**src/rtl/gwts_pkg.sv**
```systemverilog
package gwts_pkg;

  localparam int SIZE_W = 11;
  localparam int PIX_W  = 8;
  localparam int CFG_AW = 2;
  localparam int DIV_W  = 4;

  localparam logic [CFG_AW-1:0] CFG_IMAGE_WIDTH  = 2'd0;
  localparam logic [CFG_AW-1:0] CFG_IMAGE_HEIGHT = 2'd1;

  localparam logic OP_GATHER   = 1'b0;
  localparam logic OP_CLASSIFY = 1'b1;

  localparam logic [PIX_W-1:0] FULL_SCALE = 8'd255;
  localparam logic [DIV_W-1:0] DIV_FIRST  = 4'd8;

  typedef struct packed {
    logic gather_accept;
    logic gather_step;
    logic sweep_step;
    logic div_init;
    logic div_step;
    logic commit;
    logic classify;
  } cmd_t;

  typedef struct packed {
    logic last_pixel;
    logic sweep_last;
    logic div_last;
    logic out_free;
  } sts_t;

endpackage

```
**src/rtl/gwts_ctrl.sv**
```systemverilog
module gwts_ctrl
  import gwts_pkg::*;
(
  input  logic clk,
  input  logic rst,
  input  logic s_tvalid,
  input  logic s_op,
  input  sts_t sts,
  output cmd_t cmd,
  output logic s_tready
);

  localparam logic [2:0] S_IDLE = 3'd0;
  localparam logic [2:0] S_GACC = 3'd1;
  localparam logic [2:0] S_SRD  = 3'd2;
  localparam logic [2:0] S_SACC = 3'd3;
  localparam logic [2:0] S_DIV  = 3'd4;
  localparam logic [2:0] S_RPT  = 3'd5;

  logic [2:0] state, state_next;

  assign s_tready = (state == S_IDLE) && sts.out_free;

  always_comb begin
    state_next = state;
    cmd        = '0;
    unique case (state)
      S_IDLE: begin
        if (s_tvalid && sts.out_free) begin
          if (s_op == OP_CLASSIFY) begin
            cmd.classify = 1'b1;
          end else begin
            cmd.gather_accept = 1'b1;
            state_next        = S_GACC;
          end
        end
      end
      S_GACC: begin
        cmd.gather_step = 1'b1;
        state_next      = sts.last_pixel ? S_SRD : S_IDLE;
      end
      S_SRD: state_next = S_SACC;
      S_SACC: begin
        cmd.sweep_step = 1'b1;
        if (sts.sweep_last) begin
          cmd.div_init = 1'b1;
          state_next   = S_DIV;
        end else begin
          state_next = S_SRD;
        end
      end
      S_DIV: begin
        cmd.div_step = 1'b1;
        if (sts.div_last) state_next = S_RPT;
      end
      S_RPT: begin
        if (sts.out_free) begin
          cmd.commit = 1'b1;
          state_next = S_IDLE;
        end
      end
      default: state_next = S_IDLE;
    endcase
  end

  always_ff @(posedge clk) begin
    if (rst) begin
      state <= S_IDLE;
    end else begin
      state <= state_next;
    end
  end

endmodule

```
**config.mk**
```make
export PLATFORM = sky130hd
export DESIGN_NAME = gwts_ctrl
export DESIGN_NICKNAME = d
export VERILOG_FILES = /design/src/rtl/gwts_pkg.sv /design/src/rtl/gwts_ctrl.sv
export SDC_FILE = /design/constraint.sdc
export NUM_CORES = 1
export LEC_CHECK = 0
export ABC_AREA = 1
export BUFFER_PORTS_ARGS = -buffer_cell sky130_fd_sc_hd__buf_4
export CORE_AREA = 2 2 39 41
export DETAILED_ROUTE_END_ITERATION = 8
export DIE_AREA = 0 0 41 43
export MAX_ROUTING_LAYER = met4
export PLACE_DENSITY_LB_ADDON = 0.2
export SYNTH_ARGS = -nofsm -noshare
export SYNTH_HDL_FRONTEND = slang
export SYNTH_SLANG_ARGS = --single-unit
```
**constraint.sdc**
```tcl
create_clock -name clk -period 2 [get_ports clk]
set_input_delay 0.1 -clock clk [delete_from_list [all_inputs] [get_ports clk]]
set_output_delay 0.1 -clock clk [all_outputs]
set_load 0.02 [all_outputs]
```
* Yosys cells after proc, flatten, opt, wreduce, memory -nomap -nowiden
Index checks and enable logic that the tools add are counted.
** Operators by class
- Equality and inequality tests :: 9
- Bitwise gates (word level) :: 0
- Reductions and logical operators :: 4
- Add/subtract/negate cells :: 0
- Divide/modulo/power cells :: 0
- Order comparisons :: 0
- Mux-type cells :: 19
- Shifts and indexed selects :: 0
- Multipliers :: 0
** Operator list (number)
- $pmux W3 S6 :: 1
- $mux W3 :: 5
- $mux W1 :: 11
- $eq A3 B2 Y1 const B :: 2
- $eq A3 B3 Y1 const B :: 2
- $ne A2 B2 Y1 const B :: 3
- $mux W2 :: 2
- $reduce_and A4 Y1 :: 1
- $eq A3 B1 Y1 const B :: 1
- $logic_not A3 Y1 :: 1
- $logic_and A1 B1 Y1 :: 2
- $ne A2 B1 Y1 const B :: 1
** Storage, ports and cells
- Memories :: 0
- Memory bits (read-only) :: 0
- Output and inout bits :: 8
- Logic and storage cells :: 33
- Memory bits (writable) :: 0
- Bits in latches :: 0
- Register bits after elaboration :: 3

* Longest topological paths before layout
Gate-level depths: netlist of the first run.
- Word-level depth :: 3
- Mapped depth :: 6

* Least setup slack after synthesis of the first run
OpenSTA, ideal clock, no wires.
- Path kind :: register -> output
- Start :: register state[2]
- End :: output port cmd[1] (netlist bit)
- Arrival time :: 1192 ps
- Buffers on the path :: 0
- Cell stages (with the launch flop) :: 3
- Path slack :: 708 ps
- Cell sequence :: dfxtp_1 -> inv_2 -> nor4_1
** RTL lines
- start, declared :: RTL line gwts_ctrl.sv:20 : logic [2:0] state, state_next;
- start signal, assigned :: RTL line gwts_ctrl.sv:70 : state <= state_next;
- end, declared :: RTL line gwts_ctrl.sv:9 : output cmd_t cmd,

==> impl_metrics.py, run 1 <==
metrics = {
    "status": {
        "status": "finished, final reports clean",
    },
    "placement": {
        "dp.cells": 73,
        "place.gp.congestion": 0.682,
        "dpl.hpwl_microns": 531,
        "port_buffers": 15,
    },
    "routing": {
        "wl_met1_microns": 302,
        "avgRoutedWirePerCell_microns": 8.51,
        "avgViaCountPerCell": 4.01,
        "top_layer": "met3",
        "wl_microns": 655,
        "drt-initial-drc-count": 5,
        "drt_pass1_iterations": 2,
        "drc": 0,
        "num_vias": 309,
        "drtAntennaViolNets": 0,
        "wl_met3_microns": 48,
        "dr_wl_met2_microns": 305,
    },
    "global_route": {
        "grt_start_max_net_pins": 8,
        "grt_pass1_vias": 284,
        "grt_pass1_wl_microns": 1030,
        "grt_usage_pct": 8.83,
        "antenna_found_initial": 0,
        "overflow": 0,
    },
    "cts": {
        "clk_latency_ns": 0.23,
        "cts.sinks": 3,
        "cts_hold_buf": 0,
        "cts_tree": "done",
        "cts_made_buffers": 3,
        "h-tree-depth": 1,
        "post_cts_buffers": 0,
        "cts_buffer_depth": 2,
        "cts_resized": 0,
        "cts-root-buf": "clkbuf_4",
        "cts.clk_slew.worst_paths_ns": 0.04,
    },
    "critical_path": {
        "crit_path_start_kind": "flip-flop",
        "r2r-start": "state[2]",
        "regToRegEndpoint": "state[1]",
        "crit_arrival_ns": 1.26,
        "ff2ff_path_depth": 5,
        "worstSetupEndpointType": "output port",
        "required_ns": 1.90,
        "crit_fanout": 7,
        "criticalPathCategory": "flip-flop to output port",
        "r2r_slack_ns": 0.88,
    },
    "synth": {
        "synthXorXnorAreaFrac_pct": 0,
        "yosys.area.top_type_share_pct": 24.2,
        "synth-main-ff-cell": "dfxtp_1",
        "ys_seq_area_share_pct": 24.2,
        "syn_area_per_cell_sq_um": 5.90,
        "synth_edf_count": 0,
        "synth-seq-cells": 3,
        "syn_area_sq_um": 248,
        "synth_top_family_by_area": "simple AND/OR/NAND/NOR gates",
        "yosys.area.top_type": "dfxtp_1",
        "async_reset_ff_share_pct": 0,
        "synth_nets": 50,
        "synth_warnings": 0,
        "synth_fa_ha_area_share_pct": 0,
        "synth_simple_gate_area_share_pct": 45.5,
        "synth_compound_area_share_pct": 13.6,
        "ys_top_cells_by_count": "inv_1, nand2_1, nand3_1, dfxtp_1, nor2_1",
        "synth_area_leaders": "dfxtp_1, inv_1, nand2_1, nand3_1, nor2_2",
        "syn_inst": 42,
        "muxShareOfSynthArea_pct": 0,
        "yosysMostFrequentCell": "inv_1",
        "synth_cell_types": 16,
    },
    "final_layout": {
        "area_growth_pct": 64.1,
        "fin_cells": 77,
        "antennaDiodeCount": 0,
        "final_layout_size_suffix_gt1_share_pct": 41.0,
        "top_regs": "state (3)",
        "regMostFlops": "state",
        "largest_reg_flops": 3,
        "finalNetCount": 70,
    },
    "hold_path": {
        "hold_path.class": "primary input to flip-flop",
        "whs_path_depth": 2,
        "min_from": "rst",
        "whs_endpoint": "state[0]",
    },
    "sta": {
        "finalMaxSlewViolations": 0,
        "worst_pin_slew_ns": 0.271,
        "hold_viol": 0,
        "fin_skew_ns": 0.00196,
        "grt_setup_unrepaired": "false",
        "fmax_mhz": 737,
        "setup_viol": 0,
        "final.setup.tns_ns": 0,
        "timing.final.crit_period_ns": 1.36,
        "whs_ns": 0.0342,
        "fin_crit_sh_pct": 67.8,
        "relSlewSlack_pct": 81.8,
    },
    "power_and_ir_drop": {
        "p_per_area_nw_per_um2": 788,
        "peakVddDrop_mv": 0.272,
        "p_leak_uw": 0.000231,
    },
    "die": {
        "die_x_microns": 41,
        "core_area_sq_um": 1380,
        "fp.dieArea_sq_um": 1760,
        "rows": 14,
        "start_util_pct": 17.9,
        "die_h_microns": 43,
        "num_io_pins": 16,
    },
    "run": {
        "maxCapViolCount": 0,
    },
}
==> stage by stage <==
| stage | worst slack (ns) | utilization, % | power [uW] | instance area (sq um) |
|---|---|---|---|---|
| finish | 0.644 | 29.4 | 320 | 407 |
| CTS | 0.619 | 29.4 | 330 | 407 |
| floorplan | 0.708 | - | 170 | 248 |
| detailed placement | 0.858 | 27.5 | 218 | 380 |
| global placement | 0.877 | 27.5 | 219 | 380 |
| global route | 0.550 | 29.4 | 346 | 407 |
==> worst max path at each step <==
| stage | startpoint | to | slack [ns] | cells after the start |
|---|---|---|---|---|
| floorplan | state[2] | cmd[1] | 0.71 | 2 |
| global placement | state[2] | state[1] | 0.88 | 5 |
| detailed placement | state[2] | state[1] | 0.86 | 5 |
| CTS | state[2] | cmd[1] | 0.62 | 3 |
| global route | state[2] | cmd[1] | 0.55 | 3 |
| finish | state[2] | cmd[1] | 0.64 | 3 |
==> power by group <==
part / switching (uW) / total (uW) / internal [uW]
clock: 30.4 / 105 / 74.7
combinational: 77.1 / 131 / 53.8
sequential: 15.5 / 84.5 / 69.0
==> cells by family (layout without fill, tap and decap cells) <==
group,after synthesis,after routing
buf+inv,11,30
flops,3,3
compound gates,6,6
simple gates,22,22
==> layout by cell type (no fill, tap or decap), types with 2 or more instances in the layout <==
cell type   n
o21ai_0     2
nand2_1     7
a21oi_1     2
buf_4      15
dfxtp_1     3
nor2_2      2
nand3_1     4
clkbuf_4    3
nor2_1      3
inv_1       9
nor3_1      2
inv_2       2
==> critical path, cell delays in order, from the launching register on <==
cell     delay [ns]
dfxtp_1        0.45
inv_2          0.10
nor4_1         0.27
buf_4          0.20
==> final cells by class <==
| type | count | area, sq um |
|---|---|---|
| Fill cell | 165 | 977 |
| Inverter | 11 | 41.3 |
| Tap cell | 16 | 20.0 |
| Multi-Input combinational cell | 28 | 146 |
| Timing Repair Buffer | 15 | 113 |
| Clock buffer | 4 | 26.3 |
| Sequential cell | 3 | 60.1 |
==> metal layers <==
layer / vias up / global-route usage, %
met5: - / -
met4: 0 / 8.00
met3: 0 / 1.57
met2: 9 / 11.9
met1: 128 / 10.5
li1: 172 / -
No activity file was read; power rests on OpenSTA's default activity.
==> inputs of run 2 (changes only) <==
==> constraint.sdc (replaced) <==
create_clock -name clk -period 1.3 [get_ports clk]
set_input_delay 0.065 -clock clk [delete_from_list [all_inputs] [get_ports clk]]
set_output_delay 0.065 -clock clk [all_outputs]
set_load 0.02 [all_outputs]
==> run 2 against run 1 <==
Effect of this change:
- total power rose by 59%
- cell count rose by 1.3%
- clock power rose by 52%
- first-iteration DRC count fell by 60%
- final area rose by 6.2%
- sequential share of layout area barely moved
- register-to-register slack got worse by 0.64 ns
- utilization rose by 1.8 points
- non-clock buffer count rose by 1
- clock-buffer cell count did not move
- routed wire length rose by 3.5%
- sequential power rose by 63%
==> impl_metrics.py, run 2 (synthesized netlist as in run 1, its figures left out) <==
metrics = {
    "global_route": {
        "antenna_found_initial": 0,
        "grt_start_max_net_pins": 8,
        "grt_usage_pct": 9.23,
        "grt_pass1_vias": 285,
        "overflow": 0,
        "grt_pass1_wl_microns": 1020,
    },
    "die": {
        "start_util_pct": 17.9,
        "core_area_sq_um": 1380,
        "die_x_microns": 41,
        "num_io_pins": 16,
        "rows": 14,
        "die_h_microns": 43,
        "fp.dieArea_sq_um": 1760,
    },
    "routing": {
        "drt_pass1_iterations": 4,
        "avgViaCountPerCell": 4.23,
        "drt-initial-drc-count": 2,
        "wl_microns": 678,
        "drtAntennaViolNets": 0,
        "drc": 0,
        "num_vias": 330,
        "avgRoutedWirePerCell_microns": 8.69,
    },
    "critical_path": {
        "crit_path_top_delay_cell": "dfxtp_2",
        "crit_path_start_kind": "flip-flop",
        "r2r_slack_ns": 0.24,
        "crit_arrival_ns": 1.12,
        "ff2ff_path_depth": 5,
        "criticalPathCategory": "flip-flop to output port",
        "crit_path_max_incr_delay_ns": 0.38,
        "regToRegEndpoint": "state[1]",
        "required_ns": 1.24,
        "r2r-start": "state[2]",
        "worstSetupEndpointType": "output port",
        "crit_fanout": 6,
        "crit_chain": "inv_1, nor4_2, buf_4",
    },
    "sta": {
        "hold_viol": 0,
        "finalMaxSlewViolations": 0,
        "setup_viol": 0,
        "fin_skew_ns": 0.00138,
        "grt_setup_unrepaired": "false",
        "whs_ns": 0.171,
        "relSlewSlack_pct": 87.0,
        "fmax_mhz": 842,
        "fin_crit_sh_pct": 91.4,
        "worst_slack_ns": 0.112,
        "timing.final.crit_period_ns": 1.19,
        "worst_pin_slew_ns": 0.193,
    },
    "final_layout": {
        "fillers": 162,
        "antennaDiodeCount": 0,
        "largest_reg_flops": 3,
        "final_util_pct": 31.2,
        "regMostFlops": "state",
        "final_area_sq_um": 432,
        "mostFrequentLayoutCells": "buf_4, inv_1, nand2_1, nand3_1",
        "top_regs": "state (3)",
        "finalNetCount": 71,
        "area_growth_pct": 74.2,
        "layout_commonest_cell": "buf_4",
        "final_layout_size_suffix_gt1_share_pct": 46.8,
    },
    "run": {
        "maxCapViolCount": 0,
    },
    "cts": {
        "clk_latency_ns": 0.23,
        "post_cts_buffers": 0,
        "cts.clk_slew.worst_paths_ns": 0.04,
        "cts.sinks": 3,
        "cts_buffer_depth": 2,
        "h-tree-depth": 1,
        "cts_tree": "done",
        "cts-root-buf": "clkbuf_4",
        "cts_made_buffers": 3,
    },
    "hold_path": {
        "whs_path_depth": 4,
        "hold_path.class": "primary input to flip-flop",
        "min_from": "s_op",
        "whs_endpoint": "state[2]",
    },
    "placement": {
        "port_buffers": 15,
        "pre_cts_ws_ns": 0.151,
        "dpl_cell_area_sq_um": 380,
        "place.gp.congestion": 0.687,
        "dpl.hpwl_microns": 535,
    },
    "power_and_ir_drop": {
        "p_per_area_nw_per_um2": 1180,
        "peakVddDrop_mv": 0.309,
        "p_leak_uw": 0.000239,
    },
    "status": {
        "status": "finished, final reports clean",
    },
}
[run 2: cell count changes in the layout (fill, tap and decap cells not counted), sizes merged]
| cell | before | now |
|---|---|---|
| dlygate4sd3 | 0 | 1 |
[run 2: report_power, final]
group          internal, uW  leakage [uW]  switching (uW)
registers               109     0.0000258            28.8
clock network           115     0.0000150            45.3
logic                  88.9      0.000198             121
[run 2: routing by layer]
metal	wire length [microns]	up-vias	track usage [%]
met3	56	0	1.57
li1	-	175	-
met5	0	-	-
met1	291	146	10.5
met4	0	0	10.0
met2	330	9	12.2
[run 2: area by class of cell]
cell class / count / area [sq um] / share of cell area [%]
multi-input combinational: 28 / 158 / 36.5
timing repair buffer: 16 / 123 / 28.4
sequential: 3 / 63.8 / 14.8
inverter: 11 / 41.3 / 9.57
clock buffer: 4 / 26.3 / 6.09
tap: 16 / 20.0 / 4.64
[run 2: what timing repair did]
item / 4_1_cts / 5_1_grt
hold buffers: 1 / 0
pin swaps: 0 / 1
gates resized for setup: 1 / 4
setup endpoints to repair: 2 / 4
hold endpoints to repair: 1 / 0
[run 2: critical path, delay by kind of cell (launching register included)]
kind	cells	cell delay, ns
flops	1	0.38
buf+inv	2	0.27
simple gates	1	0.24
[run 2: worst max path at each step]
| stage | startpoint | endpoint | cells past startpoint |
|---|---|---|---|
| global placement | state[2] | state[1] | 5 |
| CTS | state[1] | cmd[6] | 4 |
| finish | state[0] | cmd[1] | 3 |
| detailed placement | state[2] | state[1] | 5 |
| floorplan | state[2] | cmd[1] | 2 |
| global route | state[0] | cmd[1] | 3 |
[run 2: metrics by stage]
step                      power (uW)  instances  setup TNS, ns
final                            509         78              0
after global placement           337         73              0
after global routing             553         78              0
after detailed placement         336         73              0
after floorplan                  261         42              0
after CTS                        508         78       -0.00655
